**src/rtl/fpr_pkg.sv**
```systemverilog
package fpr_pkg;

  localparam int FRAMES = 16;
  localparam int COUNT_BITS = 16;
  localparam int PAGE_W = 16;
  localparam int IDX_W = (FRAMES > 1) ? $clog2(FRAMES) : 1;
  localparam int NUM_W = $clog2(FRAMES + 1);
  localparam int ENTRY_W = PAGE_W + COUNT_BITS;
  localparam int CFG_W = 5;
  localparam int SLOT_W = 4;

  localparam logic REG_FRAMES_IN_USE = 1'b0;
  localparam logic REG_EVICT_MODE = 1'b1;

  localparam logic MODE_MFU = 1'b0;
  localparam logic MODE_LFU = 1'b1;

  typedef enum logic [1:0] {
    ST_IDLE,
    ST_SCAN,
    ST_WRITE
  } state_t;

  typedef logic [PAGE_W-1:0] page_t;
  typedef logic [COUNT_BITS-1:0] count_t;
  typedef logic [IDX_W-1:0] idx_t;

  typedef struct packed {
    page_t  page;
    count_t count;
  } entry_t;

endpackage

```
**src/rtl/fpr_ram.sv**
```systemverilog
module fpr_ram #(
  parameter int DEPTH = 16,
  parameter int WIDTH = 32,
  parameter int ADDR_W = 4
) (
  input  logic              clk,
  input  logic              we,
  input  logic [ADDR_W-1:0] waddr,
  input  logic [WIDTH-1:0]  wdata,
  input  logic [ADDR_W-1:0] raddr,
  output logic [WIDTH-1:0]  rdata
);

  logic [WIDTH-1:0] mem [DEPTH];

  always_ff @(posedge clk) begin
    if (we) begin
      mem[waddr] <= wdata;
    end
  end

  always_ff @(posedge clk) begin
    rdata <= mem[raddr];
  end

endmodule

```
**src/rtl/frequency_page_replacement_top.sv**
```systemverilog
// channel  dir  handshake            beat payload
// in       in   in_valid/in_ready    page_number
// out      out  out_valid/out_ready  hit, slot, evicted, evicted_page
// cfg      in   cfg_write            cfg_index, cfg_data
//
// a reference is worked on in steps: a frame table scan with one read per cycle through the
// registered RAM read port, the close of the scan, then one write-back in ST_WRITE
// the next reference is taken only after the block has gone back to ST_IDLE
// rst clears valid marks, handshake state and the registers to 16 frames, mode 0
// the result sits in an output register; write-back waits while the previous one is not taken
// in_ready is high only when no reference is being worked on
module frequency_page_replacement_top (
  input  logic                    clk,
  input  logic                    rst,
  input  logic                    in_valid,
  output logic                    in_ready,
  input  logic [15:0]             page_number,
  output logic                    out_valid,
  input  logic                    out_ready,
  output logic                    hit,
  output logic [3:0]              slot,
  output logic                    evicted,
  output logic [15:0]             evicted_page,
  input  logic                    cfg_write,
  input  logic                    cfg_index,
  input  logic [fpr_pkg::CFG_W-1:0] cfg_data
);

  import fpr_pkg::*;

  logic [CFG_W-1:0] frames_in_use;
  logic             evict_mode;
  logic [FRAMES-1:0] valid;

  state_t state, state_next;

  page_t            page;
  logic [NUM_W-1:0] act;
  logic [NUM_W-1:0] act_now;
  logic [NUM_W-1:0] iss;
  logic             rd_vld;
  idx_t             cmp_idx;

  logic             found;
  idx_t             hit_idx;
  count_t           hit_cnt;
  idx_t             vic_idx;
  count_t           vic_cnt;
  page_t            vic_page;

  logic             ram_we;
  idx_t             ram_waddr;
  entry_t           ram_wdata;
  entry_t           ram_q;
  logic [ENTRY_W-1:0] ram_rdata;

  logic             free_found;
  idx_t             free_idx;
  logic             issue;
  logic             better;
  logic             finish;
  idx_t             wr_idx;

  assign ram_q = entry_t'(ram_rdata);

  fpr_ram #(
    .DEPTH (FRAMES),
    .WIDTH (ENTRY_W),
    .ADDR_W(IDX_W)
  ) u_ram (
    .clk  (clk),
    .we   (ram_we),
    .waddr(ram_waddr),
    .wdata(ram_wdata),
    .raddr(iss[IDX_W-1:0]),
    .rdata(ram_rdata)
  );

  // active frame count, clamped
  always_comb begin
    if (frames_in_use == '0) begin
      act_now = NUM_W'(1);
    end else if (int'(frames_in_use) > FRAMES) begin
      act_now = NUM_W'(FRAMES);
    end else begin
      act_now = NUM_W'(frames_in_use);
    end
  end

  // lowest free active frame
  always_comb begin
    free_found = 1'b0;
    free_idx = '0;
    for (int i = FRAMES - 1; i >= 0; i--) begin
      if (!valid[i] && (i < int'(act))) begin
        free_found = 1'b1;
        free_idx = idx_t'(i);
      end
    end
  end

  always_comb begin
    if (evict_mode == MODE_MFU) begin
      better = ram_q.count > vic_cnt;
    end else begin
      better = ram_q.count < vic_cnt;
    end
  end

  always_comb begin
    state_next = state;
    in_ready = 1'b0;
    issue = 1'b0;
    finish = 1'b0;
    case (state)
      ST_IDLE: begin
        in_ready = 1'b1;
        if (in_valid) begin
          state_next = ST_SCAN;
        end
      end
      ST_SCAN: begin
        issue = iss < act;
        if (!issue && !rd_vld) begin
          state_next = ST_WRITE;
        end
      end
      ST_WRITE: begin
        if (!out_valid || out_ready) begin
          finish = 1'b1;
          state_next = ST_IDLE;
        end
      end
      default: begin
        state_next = ST_IDLE;
      end
    endcase
  end

  always_comb begin
    if (found) begin
      wr_idx = hit_idx;
    end else if (free_found) begin
      wr_idx = free_idx;
    end else begin
      wr_idx = vic_idx;
    end
    ram_we = finish;
    ram_waddr = wr_idx;
    ram_wdata.page = page;
    if (found) begin
      ram_wdata.count = (hit_cnt == '1) ? hit_cnt : hit_cnt + count_t'(1);
    end else begin
      ram_wdata.count = count_t'(1);
    end
  end

  always_ff @(posedge clk) begin
    if (rst) begin
      state <= ST_IDLE;
      frames_in_use <= CFG_W'(16);
      evict_mode <= MODE_MFU;
      valid <= '0;
      out_valid <= 1'b0;
      rd_vld <= 1'b0;
      iss <= '0;
      found <= 1'b0;
    end else begin
      state <= state_next;
      if (cfg_write) begin
        case (cfg_index)
          REG_FRAMES_IN_USE: frames_in_use <= cfg_data;
          REG_EVICT_MODE:    evict_mode <= cfg_data[0];
          default:           ;
        endcase
      end
      rd_vld <= issue;
      if (state == ST_IDLE && in_valid) begin
        iss <= '0;
        found <= 1'b0;
      end else if (issue) begin
        iss <= iss + NUM_W'(1);
      end
      if (rd_vld && !found && valid[cmp_idx] && ram_q.page == page) begin
        found <= 1'b1;
      end
      if (finish) begin
        valid[wr_idx] <= 1'b1;
        out_valid <= 1'b1;
      end else if (out_ready) begin
        out_valid <= 1'b0;
      end
    end
  end

  always_ff @(posedge clk) begin
    if (state == ST_IDLE && in_valid) begin
      page <= page_number;
      act <= act_now;
    end
    cmp_idx <= iss[IDX_W-1:0];
    if (rd_vld) begin
      if (!found && valid[cmp_idx] && ram_q.page == page) begin
        hit_idx <= cmp_idx;
        hit_cnt <= ram_q.count;
      end
      if (cmp_idx == '0 || better) begin
        vic_idx <= cmp_idx;
        vic_cnt <= ram_q.count;
        vic_page <= ram_q.page;
      end
    end
    if (finish) begin
      hit <= found;
      slot <= SLOT_W'(wr_idx);
      evicted <= !found && !free_found;
      evicted_page <= (!found && !free_found) ? vic_page : '0;
    end
  end

endmodule

```
**config.mk**
```make
export PLATFORM = sky130hd
export DESIGN_NAME = frequency_page_replacement_top
export DESIGN_NICKNAME = d
export VERILOG_FILES = /design/src/rtl/fpr_pkg.sv /design/src/rtl/fpr_ram.sv /design/src/rtl/frequency_page_replacement_top.sv
export SDC_FILE = /design/constraint.sdc
export NUM_CORES = 1
export LEC_CHECK = 0
export BUFFER_PORTS_ARGS = -buffer_cell sky130_fd_sc_hd__buf_2
export CAP_MARGIN = 20
export CORE_MARGIN = 2
export CORE_UTILIZATION = 40
export DETAILED_ROUTE_END_ITERATION = 8
export SETUP_SLACK_MARGIN = 0.5
export SLEW_MARGIN = 20
export SYNTH_ARGS = -nofsm -noshare
export SYNTH_HDL_FRONTEND = slang
export SYNTH_HIERARCHICAL = 1
export SYNTH_SLANG_ARGS = --single-unit
```
**constraint.sdc**
```tcl
create_clock -name clk -period 8.5 [get_ports clk]
set_clock_uncertainty 0.15 [all_clocks]
set_input_delay 1.275 -clock clk [delete_from_list [all_inputs] [get_ports clk]]
set_output_delay 1.275 -clock clk [all_outputs]
set_load 0.05 [all_outputs]
```
# --- Word level (Yosys, flattened, before mapping) ---
# Memory sizes are Yosys's and may differ from the RTL's. A register that Yosys moved wholly into a read port is not among the register bits.
# Cells that the tools add are included.
classes:
  bitwise_logic: 2
  n_eq_ne: 7
  n_div: 0
  mux: 56
  n_shift: 0
  n_addsub: 2
  reduce_logical: 60
  magnitude_cmp: 23
  mul: 0
ops:
  columns: ["cell", "n"]
  rows:
  - ["4-bit two-way mux", 18]
  - ["4-bit by 5-bit < comparator with 1-bit output, first input constant", 8]
  - ["16-bit two-way mux", 2]
  - ["1-bit two-way mux", 29]
  - ["1-bit logical AND", 25]
  - ["1-bit logical NOT", 21]
  - ["3-bit by 5-bit < comparator with 1-bit output, first input constant", 4]
  - ["16-bit by 1-bit adder with 16-bit output, second input constant", 1]
  - ["16-bit == test", 1]
  - ["16-bit == test, second input constant", 1]
  - ["16-bit greater-than comparator", 1]
  - ["16-bit < comparator", 1]
  - ["16-bit bitwise OR", 1]
  - ["1-bit by 5-bit < comparator with 1-bit output, first input constant", 2]
  - ["2-bit by 5-bit < comparator with 1-bit output, first input constant", 2]
  - ["4-bit by 5-bit < comparator with 1-bit output, second input constant", 2]
  - ["2-bit AND reduction", 4]
  - ["2-bit two-way mux", 3]
  - ["2-bit != test, second input constant", 3]
  - ["2-bit one-hot mux with 3 select lines", 1]
  - ["5-bit by 1-bit adder with 5-bit output, second input constant", 1]
  - ["5-bit greater-than comparator, second input constant", 1]
  - ["5-bit logical NOT", 1]
  - ["5-bit < comparator", 1]
  - ["13 further kinds", 16]
totals:
  latchBits: 0
  out_inout_bits: 24
  rom_bits: 0
  input_bits: 27
  ram_bits: 512
  word_cells: 172
  ff_bits: 135
  mem_count: 1
memory_table:
  columns: ["name", "depth", "width", "rd", "rd_ports_with_merged_regs", "wr", "line_no", "text"]
  rows:
  - ["u_ram.mem", 16, 32, 1, 1, 1, "fpr_ram.sv:14", "logic [WIDTH-1:0] mem [DEPTH];"]

# --- Depth between registers and ports, before layout ---
depth:
  word_depth: 25
  depth_mapped: 10
  mapped_depth_nobuf: 9

# --- Cells and area by module ---
# Netlist, hierarchy kept.
modules_own_cells:
  columns: ["module", "area_per_inst_um2", "instances", "cells_each", "seq_area_each_um2"]
  rows:
  - ["fpr_ram", 19854.0, 1, 838, 16015.4]
  - ["frequency_page_replacement_top", 6172.2, 1, 505, 3693.5]

# --- Least setup slack after synthesis ---
# Ideal clock, no wire load.
synth_path:
  path_type: "input port to flip-flop"
  from: "input out_ready"
  to: "memory u_ram.mem[0][0], enable pin"
  t_arrival_ns: 5.172
  stages: 4
  required_ns: 7.889
  path_buffers: 0
  slack_ns: 2.717
  setup_time_ns: 0.461
  path_cell_list: "nor2b_1 nor2_1 or3b_2 nor3_1"
synth_via:
  elab_chain_len: 5
synth_lines:
  columns: ["item", "line_no", "text"]
  rows:
  - ["start: declaration", "frequency_page_replacement_top.sv:19", "input logic out_ready,"]
  - ["1-bit logical OR", "frequency_page_replacement_top.sv:129", "if (!out_valid || out_ready) begin"]
  - ["1-bit two-way mux", "frequency_page_replacement_top.sv:129", null]
  - ["1-bit two-way mux", "frequency_page_replacement_top.sv:115", "case (state)"]
  - ["net finish", "frequency_page_replacement_top.sv:61", "logic finish;"]
  - ["1-bit two-way mux", "fpr_ram.sv:17", "if (we) begin"]
  - ["1-bit two-way mux (implied by the code)", "fpr_ram.sv:18", "mem[waddr] <= wdata;"]
  - ["end: declaration", "fpr_ram.sv:14", null]
# The timed path passes the listed nets, and every way through them passes these cells.

# --- Final worst setup path ---
layout_path:
  from: "register act[2]"
  to: "memory u_ram.mem[15][5], enable pin"
layout_via:
  elab_chain_len: 20
  elab_cells_between_ends: 66
  cone_classes: "16 x order compare; 34 x mux; 16 x reduce/logical"
layout_lines:
  columns: ["item", "line_no", "text"]
  rows:
  - ["start: declaration", "frequency_page_replacement_top.sv:38", "logic [NUM_W-1:0] act;"]
  - ["start signal: assignment", "frequency_page_replacement_top.sv:199", "act <= act_now;"]
  - ["4-bit by 5-bit < comparator with 1-bit output", "frequency_page_replacement_top.sv:95", "if (!valid[i] && (i < int'(act))) begin"]
  - ["1-bit logical AND", "frequency_page_replacement_top.sv:95", null]
  - ["4-bit two-way mux / 1-bit two-way mux (equally long branches) (16 in series)", "frequency_page_replacement_top.sv:95", null]
  - ["4-bit two-way mux *", "frequency_page_replacement_top.sv:143", "end else if (free_found) begin"]
  - ["4-bit two-way mux *", "frequency_page_replacement_top.sv:141", "if (found) begin"]
  - ["net ram_waddr[1]", "frequency_page_replacement_top.sv:52", "idx_t ram_waddr;"]
# Mark *: on every way through the listed nets, which the timed path passes. The rest lies on a longest branch.

==> flow_metrics.env <==
export IMPL_status="finished, final reports clean"
export IMPL_worstReg2RegStart="act[2]"
export IMPL_track_usage_pct=16.8
export IMPL_yosysWarnings=6
export IMPL_slew_violations=0
export IMPL_switching_power_mw=1.38
export IMPL_power_density_nw_per_um2=227
export IMPL_place_area_um2=27600
export IMPL_critical_path_class="reg -> reg"
export IMPL_root_buffer="clkbuf_16"
export IMPL_numCtsBuffers=69
export IMPL_h_tree_depth=3
export IMPL_finalPower_mw=6.78
export IMPL_synthTopCellsByCount="edfxtp_1 (611), mux4_2 (133), dfxtp_1 (68)"
export IMPL_synth_fp_nets=1394
export IMPL_drcViolationCount=0
export IMPL_endpoint_kind="flop"
export IMPL_holdWs_ns=0.308
export IMPL_post_cts_resized=0
export IMPL_hpwl_um=33600
export IMPL_grt_pass1_wl_um=84400
export IMPL_cts_setup_buffers=0
export IMPL_die_area_um2=67100
export IMPL_core_area_um2=64300
export IMPL_synth_edf_count=611
export IMPL_port_buffer_count=50
export IMPL_cp_startpoint="act[2]"
export IMPL_fin_crit_sh_pct=52.7
export IMPL_syn_instance_count=1343
export IMPL_worstRegToRegCells=8
export IMPL_critPathMaxFanout=20
export IMPL_route_vias_total=12876
export IMPL_crit_cells=8
export IMPL_grt_pass1_vias=13149
export IMPL_hold_start="u_ram/rdata[18]"
export IMPL_cp_required_ns=8.61
export IMPL_path_buf_inv=1
export IMPL_tightestPinTransition_ns=1.13
export IMPL_max_clock_freq_ghz=0.223
export IMPL_path_clk_slew_ns=0.06
export IMPL_clk_latency_ns=0.61
export IMPL_cts_tree="done"
export IMPL_drive_above_1_share_pct=23.8
export IMPL_gr_total_overflow=0
export IMPL_drv_cap=0
export IMPL_fin_ws_ns=4.02
export IMPL_syn_area_um2=26000
export IMPL_die_x_um=259
export IMPL_syn_area_per_cell_um2=19.4
export IMPL_clockPowerShare_pct=43.1
export IMPL_numClockSinks=679
export IMPL_swShare_pct=20.4
export IMPL_setup_tns_ns=0
export IMPL_rsz0062_at_grt="false"
export IMPL_fin_crit_ns=4.48
export IMPL_wl_per_cell_um=23.5
export IMPL_slowest_stage="nor2_4"
export IMPL_dp_slack_ns=4.08
export IMPL_final_antenna_net_count=0
export IMPL_viasPerCell=5.47
export IMPL_grt_max_degree=58
export IMPL_vdd_ir_drop_worst_v=0.000172
export IMPL_yosysUniqueCellTypes=65
export IMPL_yosysSeqAreaShare_pct=75.7
export IMPL_yosysTopAreaCell="edfxtp_1"
export IMPL_ys_flop_type="edfxtp_1"
export IMPL_postCtsHoldBufs=0
export IMPL_power_frac_seq_pct=54.4
export IMPL_start_kind="flop"
export IMPL_pwr_share_comb_pct=2.5
export IMPL_ys_ff_latch=679
export IMPL_area_delta_synth_final_pct=14.6
export IMPL_n_antenna_cell=0
export IMPL_die_h_um=259
export IMPL_whs_path_depth=0
export IMPL_crit_arrival_ns=4.59
export IMPL_p_leak_nw=9.19
export IMPL_synth_area_top_cells="edfxtp_1 (70%), mux4_2 (12%), dfxtp_1 (5.2%)"
export IMPL_clockBufferDepth=3
export IMPL_path_delay_family="simple AND/OR/NAND/NOR gates"
export IMPL_start_util_pct=40.4
export IMPL_synth_most_common_cell="edfxtp_1"
export IMPL_wl_um=55200
export IMPL_crit_chain="nor3_2, a21oi_1, a211oi_2, and4_4, a221o_1, nand2_1, nor2_4, buf_4"
export IMPL_drtIter0Drc=1230
export IMPL_stdcell_area_um2=29800
export IMPL_cpPeakStageDelay_ns=0.59
export IMPL_hp_class="reg -> reg"
export IMPL_setup_viol=0
export IMPL_synth_top_area_share_pct=70.5
export IMPL_worst_slew_margin_rel_pct=24.8
export IMPL_nets=1493
export IMPL_p_int_mw=5.40
export IMPL_antenna_found_initial=0
export IMPL_async_reset_ff_share_pct=0
export IMPL_drt_first_pass_iters=5
export IMPL_place_gp_congestion=0.835
export IMPL_rows=93
export IMPL_hold_violations=0
export IMPL_io_pins=51
==> metal layers <==
layer	vias up	routed length, um	track usage [%]	part of all wire [%]
li1	5652	-	-	-
met1	6793	25400	24.8	46
met2	336	25900	26.1	47
met3	95	2650	2.74	4.8
met4	0	1260	4.66	2.3
met5	-	0	0	0
==> placed cells by master, fill, tap and decap left out, types with 16 or more instances in the layout <==
| master | count |
|---|---|
| nand2_1 | 50 |
| a22oi_1 | 65 |
| clkbuf_1 | 16 |
| and2_1 | 22 |
| buf_4 | 26 |
| nor2_1 | 32 |
| edfxtp_1 | 611 |
| clkinv_1 | 19 |
| buf_2 | 50 |
| inv_1 | 41 |
| ha_1 | 24 |
| mux4_2 | 133 |
| a21oi_1 | 21 |
| clkbuf_16 | 71 |
| dfxtp_1 | 66 |
==> layout make-up <==
| class | instances | area [um^2] |
|---|---|---|
| Tap cell | 855 | 1070 |
| Inverter | 43 | 161 |
| Sequential cell | 679 | 19700 |
| Clock buffer | 88 | 1850 |
| Timing Repair Buffer | 86 | 666 |
| Fill cell | 5357 | 34500 |
| Multi-Input combinational cell | 563 | 6030 |
| Clock inverter | 38 | 338 |
==> registers in the layout (all words and copies together), names as in the netlist, 16 cells and up <==
signal	count
hit_cnt	16
vic_page	16
u_ram/rdata	32
page	16
vic_cnt	16
valid	16
evicted_page	16
u_ram/mem	512
==> metrics by stage <==
stage / utilization (%) / std cells
final: 46.4 / 2352
after global routing: 46.4 / 2352
after CTS: 46.3 / 2350
after detailed placement: 42.9 / 2224
after global placement: 42.6 / 2216
after floorplan: - / 1343
==> kinds of logic (layout without fill, tap and decap cells) <==
logic type,after synthesis,count (layout),share of synthesized area [%]
AO/OA/AOI/OAI,170,170,4.76
XOR/XNOR,26,26,0.875
adder cells (fa/ha/maj),24,24,1.15
buffers and inverters,101,255,1.76
flip-flops,679,679,75.7
multiplexers,140,140,11.8
AND/OR/NAND/NOR,203,203,3.94
==> power by group through the flow <==
stage | Sequential [mW] | Clock [mW] | Combinational (mW)
after floorplan | 3.73 | 0 | 0.138
after global placement | 3.76 | 0 | 0.168
after detailed placement | 3.76 | 0 | 0.169
after CTS | 3.69 | 2.99 | 0.170
after global routing | 3.69 | 3.12 | 0.186
final | 3.69 | 2.93 | 0.169
==> final timing paths <==
path | slack, ns | to
setup reg to reg | 4.02 | u_ram/mem[15][5]
hold / removal | 0.31 | vic_page[2]
hold reg to reg | 0.31 | vic_page[2]
setup / recovery | 4.02 | u_ram/mem[15][5]
Power figures use the tool's default switching activity.
